[config.mk]
export PLATFORM = sky130hd
export DESIGN_NAME = aou_sqrt_cell
export DESIGN_NICKNAME = d
export VERILOG_FILES = /design/src/adam_optimizer_update_defines.svh /design/src/aou_pkg.sv /design/src/aou_sqrt_cell.sv
export SDC_FILE = /design/constraint.sdc
export NUM_CORES = 1
export LEC_CHECK = 0
export BUFFER_PORTS_ARGS = -buffer_cell sky130_fd_sc_hd__buf_2
export CORE_AREA = 2 2 211 213
export DETAILED_ROUTE_END_ITERATION = 12
export DIE_AREA = 0 0 213 215
export HOLD_SLACK_MARGIN = 0.05
export SLEW_MARGIN = 10
export SYNTH_ARGS = -nofsm -noshare
export SYNTH_HDL_FRONTEND = slang
export SYNTH_SLANG_ARGS = --single-unit
[constraint.sdc]
create_clock -name i_clk -period 4.55 [get_ports i_clk]
set_input_delay 0.455 -clock i_clk [delete_from_list [all_inputs] [get_ports i_clk]]
set_output_delay 0.455 -clock i_clk [all_outputs]
set_load 0.005 [all_outputs]
[src/adam_optimizer_update_defines.svh]
// Assertion macros shared by the Adam update RTL.
// Needs i_clk and i_rst_n in the scope of the module that uses them.
`ifndef ADAM_OPTIMIZER_UPDATE_DEFINES_SVH
`define ADAM_OPTIMIZER_UPDATE_DEFINES_SVH

// Same-cycle implication, disabled while reset is held
`define AOU_ASSERT_IMP(lbl, ante, cons, msg) \
    lbl: assert property (@(posedge i_clk) disable iff (!i_rst_n) (ante) |-> (cons)) \
        else $error(msg);

// Next-cycle implication, disabled while reset is held
`define AOU_ASSERT_NXT(lbl, ante, cons, msg) \
    lbl: assert property (@(posedge i_clk) disable iff (!i_rst_n) (ante) |=> (cons)) \
        else $error(msg);

`endif

[src/aou_pkg.sv]
// Package for the Adam update block: widths, register codes and shared types.
// No dependencies.
`timescale 1ns / 1ps

package aou_pkg;

    localparam int AOU_FRAC_BITS  = 24;
    localparam int AOU_WORD_WIDTH = 32;
    localparam int FIELD_W        = 32;
    localparam int VEL_W          = 31;
    localparam int CFG_W          = 24;
    localparam int CFG_IDX_W      = 3;
    // magnitude of learn_rate times a saturated moment
    localparam int MAG_W          = CFG_W + VEL_W;

    typedef enum logic [CFG_IDX_W-1:0] {
        CFG_LEARN_RATE = 3'd0,
        CFG_BETA_MOM   = 3'd1,
        CFG_BETA_VEL   = 3'd2,
        CFG_EPSILON    = 3'd3
    } t_cfg_idx;

    // decay factors already clamped to one, their complements, learn rate
    typedef struct packed {
        logic [31:0]      b1;
        logic [31:0]      c1;
        logic [31:0]      b2;
        logic [31:0]      c2;
        logic [CFG_W-1:0] lr;
    } t_coef;

    // element data carried along the cell chains
    typedef struct packed {
        logic signed [FIELD_W-1:0] weight;
        logic                      last;
        logic signed [FIELD_W-1:0] mom;
        logic [VEL_W-1:0]          vel;
        logic [MAG_W-1:0]          mag;
        logic                      neg;
    } t_side;

endpackage

[src/aou_sqrt_cell.sv]
// Integer square root cell: settles one root bit per cycle while enabled.
// Depends on aou_pkg.
`timescale 1ns / 1ps

module aou_sqrt_cell #(
    parameter int RB = 28
) (
    input  logic                i_clk,
    input  logic                i_rst_n,
    input  logic                i_en,
    input  logic                i_valid,
    input  aou_pkg::t_side      i_side,
    input  logic [2*RB-1:0]     i_x,
    input  logic [RB+2:0]       i_rem,
    input  logic [RB-1:0]       i_root,
    output logic                o_valid,
    output aou_pkg::t_side      o_side,
    output logic [2*RB-1:0]     o_x,
    output logic [RB+2:0]       o_rem,
    output logic [RB-1:0]       o_root
);

    logic                r_vld;
    aou_pkg::t_side      r_side;
    logic [2*RB-1:0]     r_x;
    logic [RB+2:0]       r_rem;
    logic [RB-1:0]       r_root;
    logic [RB+2:0]       cur, trial, n_rem;
    logic                ge;

    // bring down the next bit pair and try the next root bit
    always_comb begin
        cur   = {i_rem[RB:0], i_x[2*RB-1 -: 2]};
        trial = (RB+3)'({i_root, 2'b01});
        ge    = (cur >= trial);
        n_rem = ge ? cur - trial : cur;
    end

    always_ff @(posedge i_clk) begin
        if (!i_rst_n) begin
            r_vld <= 1'b0;
        end else if (i_en) begin
            r_vld <= i_valid;
        end
    end

    always_ff @(posedge i_clk) begin
        if (i_en) begin
            r_side <= i_side;
            r_x    <= {i_x[2*RB-3:0], 2'b00};
            r_rem  <= n_rem;
            r_root <= {i_root[RB-2:0], ge};
        end
    end

    assign o_valid = r_vld;
    assign o_side  = r_side;
    assign o_x     = r_x;
    assign o_rem   = r_rem;
    assign o_root  = r_root;

endmodule

Word level (Yosys, flattened, before mapping). Cells that the tools add are included.

Register bits: 266. Output and inout bits: 268. Word-level logic and storage cells: 13. Input port bits: 271.

Add/subtract/negate cells: 1. Magnitude comparators: 1. Muxes and demuxes: 1.

Operators with widths (count): $ge 31x30->1 (1); $mux 31 (1); $sub 31x30->31 (1).

Longest topological paths before layout.
Word-level depth: 2. Mapped depth: 13.

Worst setup path after synthesis. OpenSTA, ideal clock, no wires.

Path type: in2reg. From: in i_root[16]. To: reg r_rem[29], in the netlist o_rem[29] (data pin). Required time: 4.293 ns. Path buffers: 0. Path slack: 1.944 ns. Arrival: 2.349 ns. Cell stages on the path: 10. Setup time: 0.257 ns. Cell sequence: inv_1 -> ha_1 -> a21o_1 -> a21o_1 -> a221o_1 -> or3b_1 -> o221ai_2 -> o31ai_2 -> xnor2_1 -> o21ai_1.

Word-level cells in the longest chain between the ends: 2.

RTL lines: start, declared (line aou_sqrt_cell.sv:15) `input logic [RB-1:0] i_root,`; $sub 31x30->31 / $ge 31x30->1 (equally long branches) (line aou_sqrt_cell.sv:36, aou_sqrt_cell.sv:35); $mux 31 * (line aou_sqrt_cell.sv:36) `n_rem = ge ? cur - trial : cur;`; named net n_rem[29] (line aou_sqrt_cell.sv:28) `logic [RB+2:0] cur, trial, n_rem;`; end signal, assigned (line aou_sqrt_cell.sv:51) `r_rem <= n_rem;`; end, declared (line aou_sqrt_cell.sv:26) `logic [RB+2:0] r_rem;`.

Mark *: on every way through the listed nets, which the timed path passes. The rest lies on a longest branch. A chain may end at the register's enable or synchronous reset.

Worst setup path after layout.
From: in i_root[6]. To: reg r_rem[11], in the netlist o_rem[11] (data pin).

Same word-level chain as after synthesis.

==> metrics.csv <==
stage,metric,value,unit
logic_synthesis,"area leader, netlist",edfxtp_1,
clocking,Clock transition at path regs,0.06,ns
clocking,Root Driver,clkbuf_16,
sta,period utilization,0.7080,
job,max cap viols,0,
logic_synthesis,Post-synth ARST share,0,
logic_synthesis,Syn. warnings,0,
logic_synthesis,Synth Area in Compound Gates,0.07994,
min_path,HP Class,input pin to register,
global_routing,first-pass GRT wire length,54000,um
clocking,clock tree buffer depth,3,
global_routing,grt total ovfl,0,
global_routing,antenna violations before repair,13,
cells_and_area,Fillers,4197,
logic_synthesis,"Top FF cell, synth",edfxtp_1,
power,Peak VDD IR,258.4,uV
power,LEAKAGE,7.050,nW
sta,FMAX,310.4,MHz
sta,Worst-Margin Slew,0.7773,ns
critical_path,critical path type,input pin to register,
routing,Via density,4.131,
clocking,Clock Sink Count,266,
sta,fin. max-slew vios,0,
logic_synthesis,Mean Syn Cell Area,16.85,um^2
logic_synthesis,register area share after synthesis,0.7877,
floorplan,Boundary Pins,539,
power,pwr dens,387.6,nW/um^2
routing,violation count after the first detailed-route iteration,452,
routing,total wire length,38450,um
routing,drt first pass iters,4,
logic_synthesis,dominant combinational cell family by area after synthesis,compound AO/OA/AOI/OAI gates,
logic_synthesis,adder-cell share of the synthesized area,0.03706,
cells_and_area,area grow syn2layout,63.61,%
status,status,completed,
cells_and_area,Nets,1663,
global_routing,vias in the first global route,8432,
logic_synthesis,Post-synth EDFFs,265,
global_routing,largest net degree at the start of global routing,95,
critical_path,worst endpoint data arrival time,3.53,ns
critical_path,Worst setup EP type,register,
logic_synthesis,Synth Area in Simple Gates,0.04534,
floorplan,Chip Height,215,um
place,DPL Wire Length,28620,um
routing,Residual DRC,0,
logic_synthesis,top post-synthesis cells by area,"edfxtp_1 79%, ha_1 3.7%, o21ai_0 1.8%",
cells_and_area,Non-Filler Instances,1981,
place,dpl cell area,13510,um^2
global_routing,GR Util All Layers,0.1604,
critical_path,"Critical Path, Cell by Cell",dlygate4sd3_1 -> buf_2 -> inv_1 -> ha_1 -> a21oi_1 -> o21ai_1 -> a21oi_1 -> nand2_1 -> a211oi_2 -> o211a_1 -> buf_4 -> mux2_2,
critical_path,"Top cell by count, worst path",a21oi_1,
critical_path,Required @ worst endpoint,4.86,ns
floorplan,DIE WIDTH,213,um
critical_path,CP max stage delay,0.52,ns
critical_path,crit path max fanout,32,
sta,final setup TNS,0,ns
logic_synthesis,mux contribution to synthesized area,0.005189,
clocking,CTS tree,built,
floorplan,row count,77,
floorplan,die area,45800,um^2
critical_path,CP max stage cell,dlygate4sd3_1,
sta,RSZ-0062 raised after global routing,false,
logic_synthesis,synth unique cells,55,
cells_and_area,layout cell share with drive strength beyond 1,0.4309,
routing,via count,8184,
routing,WL/cell,19.41,um
sta,minimum clock period,3.221,ns
routing,"antenna viol nets, final",0,
logic_synthesis,"FF+latch count, synth",266,
sta,endpoints failing setup,0,
logic_synthesis,Synth top cells by count,"265 x edfxtp_1, 48 x nand2_1, 37 x inv_1, 37 x o21ai_0, 30 x ha_1",
logic_synthesis,synthesized area,10130,um^2
clocking,number of CTS-inserted buffers,31,
logic_synthesis,Syn Inst Count,601,
place,gpl congestion,0.8054,
logic_synthesis,post-synthesis xor/xnor area fraction,0.02076,
floorplan,core box area,43640,um^2
clocking,H-tree levels,1,
sta,max_slew headroom,0.4818,
logic_synthesis,most common cell in the netlist,edfxtp_1,
clocking,worst skew pair latency,0.57,ns
floorplan,initial cell density of the core,0.2320,
critical_path,CP startpoint kind,input pin,
logic_synthesis,Synth top area share,0.7858,
cells_and_area,final instance area,16570,um^2
place,Placed Cells,1717,
sta,Post-Route Skew,0,ns
place,port bufs,534,
sta,Final Hold Viols,0,
==> cells by family (layout without fill, tap and decap cells) <==
kind of cell | after synthesis | count (layout)
adders and majority gates | 30 | 30
AOI/OAI and AO/OA | 122 | 122
DFF | 266 | 266
other | 1 | 8
buffers and inverters | 52 | 833
xor gates and xnor gates | 24 | 24
muxes | 5 | 5
and+or+nand+nor | 101 | 101
==> final cells by class <==
cell class / instances / area [um^2] / share of cell area
Sequential cell: 266 / 7978 / 0.4815
Timing Repair Buffer: 742 / 4780 / 0.2885
Multi-Input combinational cell: 284 / 1914 / 0.1155
Clock buffer: 38 / 802.0 / 0.04840
Tap cell: 592 / 740.7 / 0.04470
Clock inverter: 16 / 201.4 / 0.01216
Inverter: 37 / 138.9 / 0.008382
Antenna cell: 6 / 15.01 / 0.0009061
==> metal layers <==
layer  vias to the layer above  GRT usage  wire [um]
met4                        14    0.05921       1414
met2                       356     0.2848      19270
li1                       3816          -          -
met3                        74    0.05875       3830
met5                         -          0         90
met1                      3924     0.1729      13840
==> state kept, by name (all words and copies together), names as in the netlist <==
register / count
o_root: 28
o_side: 152
o_x: 54
o_rem: 31
o_valid: 1
==> per-stage QoR <==
step / total power, mW / utilization / setup WS (ns) / hold WS [ns]
after global routing: 6.720 / 0.3795 / 1.098 / 0.05197
after detailed placement: 3.850 / 0.3095 / 1.180 / 0.5452
after global placement: 3.835 / 0.3095 / 1.217 / 0.4989
after CTS: 6.533 / 0.3793 / 1.346 / 0.05024
after floorplan: 3.335 / - / 1.944 / 0.5073
final: 6.422 / 0.3797 / 1.329 / 0.08369
==> repair_timing <==
action                     in CTS  in global routing
buffers inserted                0                  0
hold buffers                  204                  0
hold endpoints to repair      204                  0
setup endpoints to repair       0                  0
resized for setup               0                  0
==> power breakdown <==
part	internal, mW	switching [mW]
clock network	1.47	1.01
registers	2.95	0.0538
logic	0.456	0.481
==> critical path, delay by kind of cell <==
kind / cells / cell delay, ns
multiplexers: 1 / 0.37
adder cells (fa/ha/maj): 1 / 0.36
AO/OA/AOI/OAI: 5 / 1.18
AND/OR/NAND/NOR: 1 / 0.16
buffers and inverters: 4 / 0.98
==> path summary, 6_finish.rpt <==
path | startpoint | endpoint | slack (ns) | cells after the start
worst max-delay path | i_root[6] | o_rem[11] | 1.33 | 12
worst min-delay path | i_x[16] | o_x[18] | 0.08 | 1
worst max register to register | o_valid | o_valid | 3.95 | 2
worst min register to register | o_valid | o_valid | 0.54 | 2
==> cell usage in the layout, fill, tap and decap left out, types with 2 or more instances in the layout <==
cell,n
o21ai_0,37
o21ai_1,4
and2_1,4
a21boi_0,2
buf_4,2
diode_2,6
edfxtp_1,265
mux2i_1,3
nor3_1,7
nor4_1,2
a21oi_1,26
o21a_1,5
o31ai_2,2
xnor2_1,10
nor2_1,17
conb_1,2
a21o_1,10
a211oi_1,6
nand3_1,5
buf_12,2
nand2b_1,3
xor2_1,14
nor2b_1,5
clkbuf_16,31
a21o_2,2
dlygate4sd3_1,204
buf_2,533
clkbuf_1,7
mux2_2,2
bufinv_16,4
inv_1,37
nand4_1,7
ha_1,30
o21bai_1,4
nand2_1,48
o31ai_1,3
o211ai_1,4
a31oi_1,2
clkinv_2,3
clkinvlp_4,6
(Power assumes the default switching activity.)
