<file path="config.mk">
export PLATFORM = sky130hd
export DESIGN_NAME = aou_div_cell
export DESIGN_NICKNAME = d
export VERILOG_FILES = /design/src/adam_optimizer_update_defines.svh /design/src/aou_pkg.sv /design/src/aou_div_cell.sv
export SDC_FILE = /design/constraint.sdc
export NUM_CORES = 1
export LEC_CHECK = 0
export BUFFER_PORTS_ARGS = -buffer_cell sky130_fd_sc_hd__buf_4
export CAP_MARGIN = 10
export CORE_AREA = 3 3 207 209
export CTS_CLUSTER_DIAMETER = 60
export DETAILED_ROUTE_END_ITERATION = 10
export DIE_AREA = 0 0 210 212
export PLACE_DENSITY = 0.57
export REMOVE_ABC_BUFFERS = 1
export SYNTH_ARGS = -nofsm -noshare
export SYNTH_HDL_FRONTEND = slang
export SYNTH_SLANG_ARGS = --single-unit
</file>
<file path="constraint.sdc">
create_clock -name i_clk -period 5.7 [get_ports i_clk]
set_input_delay 0.855 -clock i_clk [delete_from_list [all_inputs] [get_ports i_clk]]
set_output_delay 0.855 -clock i_clk [all_outputs]
set_load 0.02 [all_outputs]
</file>
<file path="src/adam_optimizer_update_defines.svh">
// Assertion macros shared by the Adam update RTL.
// Needs i_clk and i_rst_n in the scope of the module that uses them.
`ifndef ADAM_OPTIMIZER_UPDATE_DEFINES_SVH
`define ADAM_OPTIMIZER_UPDATE_DEFINES_SVH

// Same-cycle implication, disabled while reset is held
`define AOU_ASSERT_IMP(lbl, ante, cons, msg) \
    lbl: assert property (@(posedge i_clk) disable iff (!i_rst_n) (ante) |-> (cons)) \
        else $error(msg);

// Next-cycle implication, disabled while reset is held
`define AOU_ASSERT_NXT(lbl, ante, cons, msg) \
    lbl: assert property (@(posedge i_clk) disable iff (!i_rst_n) (ante) |=> (cons)) \
        else $error(msg);

`endif

</file>
<file path="src/aou_pkg.sv">
// Package for the Adam update block: widths, register codes and shared types.
// No dependencies.
`timescale 1ns / 1ps

package aou_pkg;

    localparam int AOU_FRAC_BITS  = 24;
    localparam int AOU_WORD_WIDTH = 32;
    localparam int FIELD_W        = 32;
    localparam int VEL_W          = 31;
    localparam int CFG_W          = 24;
    localparam int CFG_IDX_W      = 3;
    // magnitude of learn_rate times a saturated moment
    localparam int MAG_W          = CFG_W + VEL_W;

    typedef enum logic [CFG_IDX_W-1:0] {
        CFG_LEARN_RATE = 3'd0,
        CFG_BETA_MOM   = 3'd1,
        CFG_BETA_VEL   = 3'd2,
        CFG_EPSILON    = 3'd3
    } t_cfg_idx;

    // decay factors already clamped to one, their complements, learn rate
    typedef struct packed {
        logic [31:0]      b1;
        logic [31:0]      c1;
        logic [31:0]      b2;
        logic [31:0]      c2;
        logic [CFG_W-1:0] lr;
    } t_coef;

    // element data carried along the cell chains
    typedef struct packed {
        logic signed [FIELD_W-1:0] weight;
        logic                      last;
        logic signed [FIELD_W-1:0] mom;
        logic [VEL_W-1:0]          vel;
        logic [MAG_W-1:0]          mag;
        logic                      neg;
    } t_side;

endpackage

</file>
<file path="src/aou_div_cell.sv">
// Restoring divider cell: settles one quotient bit per cycle while enabled.
// Depends on aou_pkg.
`timescale 1ns / 1ps

module aou_div_cell #(
    parameter int DEN_W = 29
) (
    input  logic                        i_clk,
    input  logic                        i_rst_n,
    input  logic                        i_en,
    input  logic                        i_valid,
    input  aou_pkg::t_side              i_side,
    input  logic [DEN_W-1:0]            i_den,
    input  logic [DEN_W-1:0]            i_rem,
    input  logic [aou_pkg::MAG_W-1:0]   i_acc,
    output logic                        o_valid,
    output aou_pkg::t_side              o_side,
    output logic [DEN_W-1:0]            o_den,
    output logic [DEN_W-1:0]            o_rem,
    output logic [aou_pkg::MAG_W-1:0]   o_acc
);

    localparam int MW = aou_pkg::MAG_W;

    logic                r_vld;
    aou_pkg::t_side      r_side;
    logic [DEN_W-1:0]    r_den, r_rem;
    logic [MW-1:0]       r_acc;
    logic [DEN_W:0]      cur;
    logic                ge;
    logic [DEN_W-1:0]    n_rem;

    // shift in the next dividend bit and subtract where it fits
    always_comb begin
        cur   = {i_rem, i_acc[MW-1]};
        ge    = (cur >= {1'b0, i_den});
        n_rem = ge ? DEN_W'(cur - {1'b0, i_den}) : DEN_W'(cur);
    end

    always_ff @(posedge i_clk) begin
        if (!i_rst_n) begin
            r_vld <= 1'b0;
        end else if (i_en) begin
            r_vld <= i_valid;
        end
    end

    // dividend bits leave at the top, quotient bits enter at the bottom
    always_ff @(posedge i_clk) begin
        if (i_en) begin
            r_side <= i_side;
            r_den  <= i_den;
            r_rem  <= n_rem;
            r_acc  <= {i_acc[MW-2:0], ge};
        end
    end

    assign o_valid = r_vld;
    assign o_side  = r_side;
    assign o_den   = r_den;
    assign o_rem   = r_rem;
    assign o_acc   = r_acc;

endmodule

</file>
Yosys cells after proc, flatten, opt, wreduce, memory -nomap -nowiden
Index checks and enable logic that the tools add are counted.
Widths: inputs -> output; s select.
{"block": "word_totals", "regBits": 266, "in_bits": 269, "wordCells": 13}
{"block": "classes", "n_addsub": 1, "magnitude_cmp": 1, "n_mux": 1}
{"op": "$ge 30x29->1", "n": 1}
{"op": "$mux 29", "n": 1}
{"op": "$sub 29x29->29", "n": 1}

Logic depth before layout (Yosys ltp)
{"block": "logic_depth", "depth_word": 2, "mapped_depth": 12, "depth_no_buf": 11}

Worst setup path before layout
OpenSTA, ideal clock, no wires.
{"block": "synth_timing", "path_type": "input to register", "startpoint": "in i_acc[54] in the netlist's numbering", "endpoint": "reg r_rem[10], in the netlist o_rem[10], data pin", "setup_time_ns": 0.260, "arrival_time_ns": 3.133, "t_required_ns": 5.440, "slack_ns": 2.306, "cell_stages": 12, "n_path_buf": 1, "cell_sequence": "inv_1 ha_1 fa_1 nor2b_1 o21ai_1 a21oi_1 o21ai_0 or3b_4 o21ai_2 o41ai_2 buf_6 mux2_4"}
{"block": "synth_between", "elab_chain_cells": 2, "word_cells_on_any_way": 3, "classes_between": "add/sub (1); order compare (1); mux (1)"}
{"item": "start, declared", "line_no": "aou_div_cell.sv:15", "source": "input logic [aou_pkg::MAG_W-1:0] i_acc,"}
{"item": "$sub 29x29->29 / $ge 30x29->1 (equally long branches)", "line_no": "aou_div_cell.sv:37, aou_div_cell.sv:36"}
{"item": "$mux 29 (*)", "line_no": "aou_div_cell.sv:37", "source": "n_rem = ge ? DEN_W'(cur - {1'b0, i_den}) : DEN_W'(cur);"}
{"item": "via n_rem[10]", "line_no": "aou_div_cell.sv:31", "source": "logic [DEN_W-1:0] n_rem;"}
{"item": "end signal, assigned", "line_no": "aou_div_cell.sv:53", "source": "r_rem <= n_rem;"}
{"item": "end, declared", "line_no": "aou_div_cell.sv:27", "source": "logic [DEN_W-1:0] r_den, r_rem;"}
The timed path passes the listed nets; every way through them passes the cells marked *.
A chain may end at the register's enable or synchronous reset.

Final worst setup path
{"block": "layout_timing", "startpoint": "in i_den[0]", "endpoint": "reg r_rem[22], in the netlist o_rem[22], data pin"}
{"block": "layout_between", "elab_chain_cells": 2, "word_cells_on_any_way": 3, "classes_between": "add/sub (1); order compare (1); mux (1)"}
{"item": "start, declared", "line_no": "aou_div_cell.sv:13", "source": "input logic [DEN_W-1:0] i_den,"}
{"item": "$sub 29x29->29 / $ge 30x29->1 (equally long branches)", "line_no": "aou_div_cell.sv:37, aou_div_cell.sv:36"}
{"item": "$mux 29 (*)", "line_no": "aou_div_cell.sv:37"}
{"item": "via n_rem[22]", "line_no": "aou_div_cell.sv:31"}
Marked as above.

==> impl_summary.log <==
INFO  metric finalHoldViolCount = 0
INFO  metric synth_top_cells_by_area = sky130_fd_sc_hd__edfxtp_1 (78%), sky130_fd_sc_hd__mux2_4 (3.8%), sky130_fd_sc_hd__ha_1 (3.6%)
INFO  metric synth_async_sr_flop_share = 0%
INFO  metric swShare = 26.7%
INFO  metric internal_power = 4.13 mW
INFO  metric synthesis_warning_total = 0
INFO  metric synthSimpleGateAreaFrac = 3.16%
INFO  metric post_route_cells_drive_above_1_share = between 50% and 60%
INFO  metric crit_path_start_kind = input port
INFO  metric clock_power_share = around two fifths
INFO  metric yosys.cell_count.top_type = sky130_fd_sc_hd__edfxtp_1
INFO  metric critPathMaxFanout = 30
INFO  metric min-delay-path-class = in -> reg
INFO  metric period_needed = 3.36 ns
INFO  metric worstPathRequired = 5.96 ns
INFO  metric switching_power = between 1.5 and 2 mW
INFO  metric dp.final_hpwl = about 31000 microns
INFO  metric initial_core_util = roughly a quarter
INFO  metric slew_headroom = 29.6%
INFO  metric post-layout-total-power = 5.63 mW
INFO  metric drt-vias-per-instance = 4.32
INFO  metric ctsHtreeMaxLevel = 2
INFO  metric grt_pass1_vias = between 7000 and 8000
INFO  metric fp.dieArea = 44500 sq um
INFO  metric wire_per_inst = between 20 and 25 microns
INFO  metric synthXorXnorAreaFrac = 2.33%
INFO  metric area_growth = 57.3%
INFO  metric post_synth_num_cell_types = 44
INFO  metric p_per_area = ~350 nW/um^2
INFO  metric total_leakage_power = 6.82 nW
INFO  metric drt-total-wl = just under 40000 microns
INFO  metric finish.net_count = 1420
INFO  metric synth_seq_cells = between 200 and 300
INFO  metric final.period_utilization = 58.9%
INFO  metric placement.io_buffers = 534
INFO  metric muxShareOfSynthArea = 4.15%
INFO  metric pwr-share-seq = between 40% and 50%
INFO  metric synth_top_cell_by_area = sky130_fd_sc_hd__edfxtp_1
INFO  metric remaining_drc_errors = 0
INFO  metric unrepaired_setup_endpoints_after_global_routing = false
INFO  metric ant_nets = 0
INFO  metric combinational_family_with_the_most_area_after_synthesis = compound AO/OA/AOI/OAI gates
INFO  metric total_number_of_vias = 7259
INFO  metric regToRegSetupSlack = a little over 5 ns
INFO  metric postCtsSetupRepairBufs = 0
INFO  metric post_place_setup_slack = 1.80 ns
INFO  metric fp-row-count = 74
INFO  metric worst_setup_hold_path_clk_slew = 0.06 ns
INFO  metric synth.avg_cell_area = around 18 sq um
INFO  metric hold_buffers = 0
INFO  metric final.setup_skew = 0 ns
INFO  metric clock_tree.buffer_depth = 3
INFO  metric seq_area_frac_synth = a little under 80%
INFO  metric critical_path.endpoint_type = flip-flop
INFO  metric insertion_delay = roughly 0.53 ns
INFO  metric initial_antenna_violation_count = 4
INFO  metric synthTopCellsByCount = sky130_fd_sc_hd__edfxtp_1 (265), sky130_fd_sc_hd__inv_1 (40), sky130_fd_sc_hd__a21oi_1 (35)
INFO  metric die_height = 212 microns
INFO  metric timing.fmax = about 300 MHz
INFO  metric run_status = finished, final reports clean
INFO  metric grt-ovfl-total = 0
INFO  metric setup_ws = 2.34 ns
INFO  metric cts_root_buffer = sky130_fd_sc_hd__clkbuf_16
INFO  metric drt_iter0_markers = 436
INFO  metric number_of_flops_mapped_to_enable_cells_by_yosys = ~270
INFO  metric tritoncts_clock_tree = done
INFO  metric fillers = 3892
INFO  metric syn-cell-area = 10100 sq um
INFO  metric power.share.combinational = 17.8%
INFO  metric report.final.slew_viol_count = 0
INFO  metric synth-compound-area-share = about 5.6%
INFO  metric arrival = roughly 3.6 ns
INFO  metric firstDrtPassIters = 5
INFO  metric finalWeightedCongestion = 0.839
INFO  metric maximum_number_of_pins_on_one_net_before_global_route_repair = ~130
INFO  metric cts_resized = 0
INFO  metric die_w = 210 microns
INFO  metric grt_first_pass_wirelength = around 53000 microns
INFO  metric ioPinCount = 535
INFO  metric synth_adder_area_share = under 10%
INFO  metric max-cap-violations = 0
INFO  metric global_routing_usage_summed_across_all_routing_layers = ~17%
INFO  metric synth_largest_type_area_fraction = 78.5%
INFO  metric tns = 0 ns
INFO  metric final_setup_violation_count = 0
INFO  metric core_region_area = 41000 sq um
INFO  metric numClockSinks = roughly 270
INFO  metric fin_worst_hold_slack = 0.492 ns
INFO  metric tightest_slew = 1.06 ns
INFO  metric timing.setup.critical_path_class = in -> reg
INFO  metric count_of_mapped_cells_out_of_synthesis = roughly 560
INFO  metric irDropWorstVdd = between 0.2 and 0.25 mV
INFO  metric cts_buffers = 36
INFO  metric synthFlopType = sky130_fd_sc_hd__edfxtp_1
power by group through the flow:
| stage | Clock (mW) | Sequential, mW | Combinational (mW) |
|---|---|---|---|
| after global placement | 0 | 2.45 | 1.01 |
| after CTS | 2.30 | 2.42 | 1.02 |
| after floorplan | 0 | 2.67 | 0.233 |
| after detailed placement | 0 | 2.45 | 1.02 |
| after global routing | 2.38 | 2.43 | 1.06 |
| final | 2.22 | 2.41 | 1.00 |
layout by cell type (no fill, tap or decap), types with 3 or more instances in the layout:
cell	n
sky130_fd_sc_hd__edfxtp_1	265
sky130_fd_sc_hd__ha_1	29
sky130_fd_sc_hd__inv_1	40
sky130_fd_sc_hd__a21oi_1	35
sky130_fd_sc_hd__nand3_1	3
sky130_fd_sc_hd__nand4_1	11
sky130_fd_sc_hd__xor2_1	10
sky130_fd_sc_hd__xnor2_1	17
sky130_fd_sc_hd__nand2b_1	4
sky130_fd_sc_hd__o21a_1	3
sky130_fd_sc_hd__a31oi_1	3
sky130_fd_sc_hd__clkbuf_1	6
sky130_fd_sc_hd__buf_4	535
sky130_fd_sc_hd__a21o_1	9
sky130_fd_sc_hd__inv_6	4
sky130_fd_sc_hd__nor4_1	3
sky130_fd_sc_hd__o211ai_1	4
sky130_fd_sc_hd__clkinvlp_4	5
sky130_fd_sc_hd__nor2_1	14
sky130_fd_sc_hd__diode_2	3
sky130_fd_sc_hd__mux2i_1	3
sky130_fd_sc_hd__nand2_1	19
sky130_fd_sc_hd__clkinv_2	3
sky130_fd_sc_hd__mux2_4	26
sky130_fd_sc_hd__nor2b_1	4
sky130_fd_sc_hd__clkbuf_16	36
sky130_fd_sc_hd__bufinv_16	3
sky130_fd_sc_hd__o21bai_1	7
sky130_fd_sc_hd__o21ai_0	15
kinds of logic (layout without fill, tap and decap cells):
family | count (synthesis) | count (layout)
AO/OA/AOI/OAI | 90 | 90
XOR/XNOR | 27 | 27
adder cells (fa/ha/maj) | 30 | 30
buffers and inverters | 55 | 641
flip-flops | 266 | 266
multiplexers | 29 | 29
other | 0 | 3
AND/OR/NAND/NOR | 64 | 64
sequential cells by signal, indices dropped and copies added (netlist names):
signal and flops:
o_valid 1, o_side 152, o_rem 29, o_acc 55, o_den 29
final cells by class:
| class | instances | area (sq um) | area share, % |
|---|---|---|---|
| antenna | 3 | 7.51 | 0.0471 |
| clock buffer | 42 | 923 | 5.79 |
| clock inverter | 22 | 241 | 1.51 |
| inverter | 40 | 150 | 0.941 |
| multi-input combinational | 240 | 1940 | 12.1 |
| sequential | 266 | 7980 | 50.0 |
| tap | 532 | 666 | 4.17 |
| timing repair buffer | 537 | 4050 | 25.4 |
worst paths after layout:
kind | start | to | cells past startpoint
worst max-delay path | i_den[0] | o_rem[22] | 12
worst min-delay path | i_side[140] | o_side[140] | 1
worst max register to register | o_valid | o_valid | 2
worst min register to register | o_valid | o_valid | 2
metrics by stage:
stage	area, sq um	util [%]	std cells
after detailed placement	14800	36.0	1615
after floorplan	10100	-	546
after global routing	16000	38.9	1681
after global placement	14800	36.0	1615
after CTS	15900	38.9	1679
final	16000	38.9	1682
layer usage:
metal	global-route usage (%)	share of wire, %	vias up
met5	0	0.033	-
met4	7.28	3.7	2
met3	5.62	8.0	63
met2	30.9	54	325
met1	17.0	35	3601
li1	-	-	3268
critical path, cell delays in order:
cell	delay (ns)
sky130_fd_sc_hd__buf_4	0.11
sky130_fd_sc_hd__ha_1	0.21
sky130_fd_sc_hd__fa_1	0.41
sky130_fd_sc_hd__nor2b_1	0.13
sky130_fd_sc_hd__o21ai_1	0.11
sky130_fd_sc_hd__a21oi_1	0.20
sky130_fd_sc_hd__o21ai_0	0.09
sky130_fd_sc_hd__or3b_4	0.28
sky130_fd_sc_hd__o21ai_2	0.10
sky130_fd_sc_hd__o41ai_4	0.21
sky130_fd_sc_hd__buf_4	0.56
sky130_fd_sc_hd__mux2_4	0.35
Power figures use the tool's default switching activity.
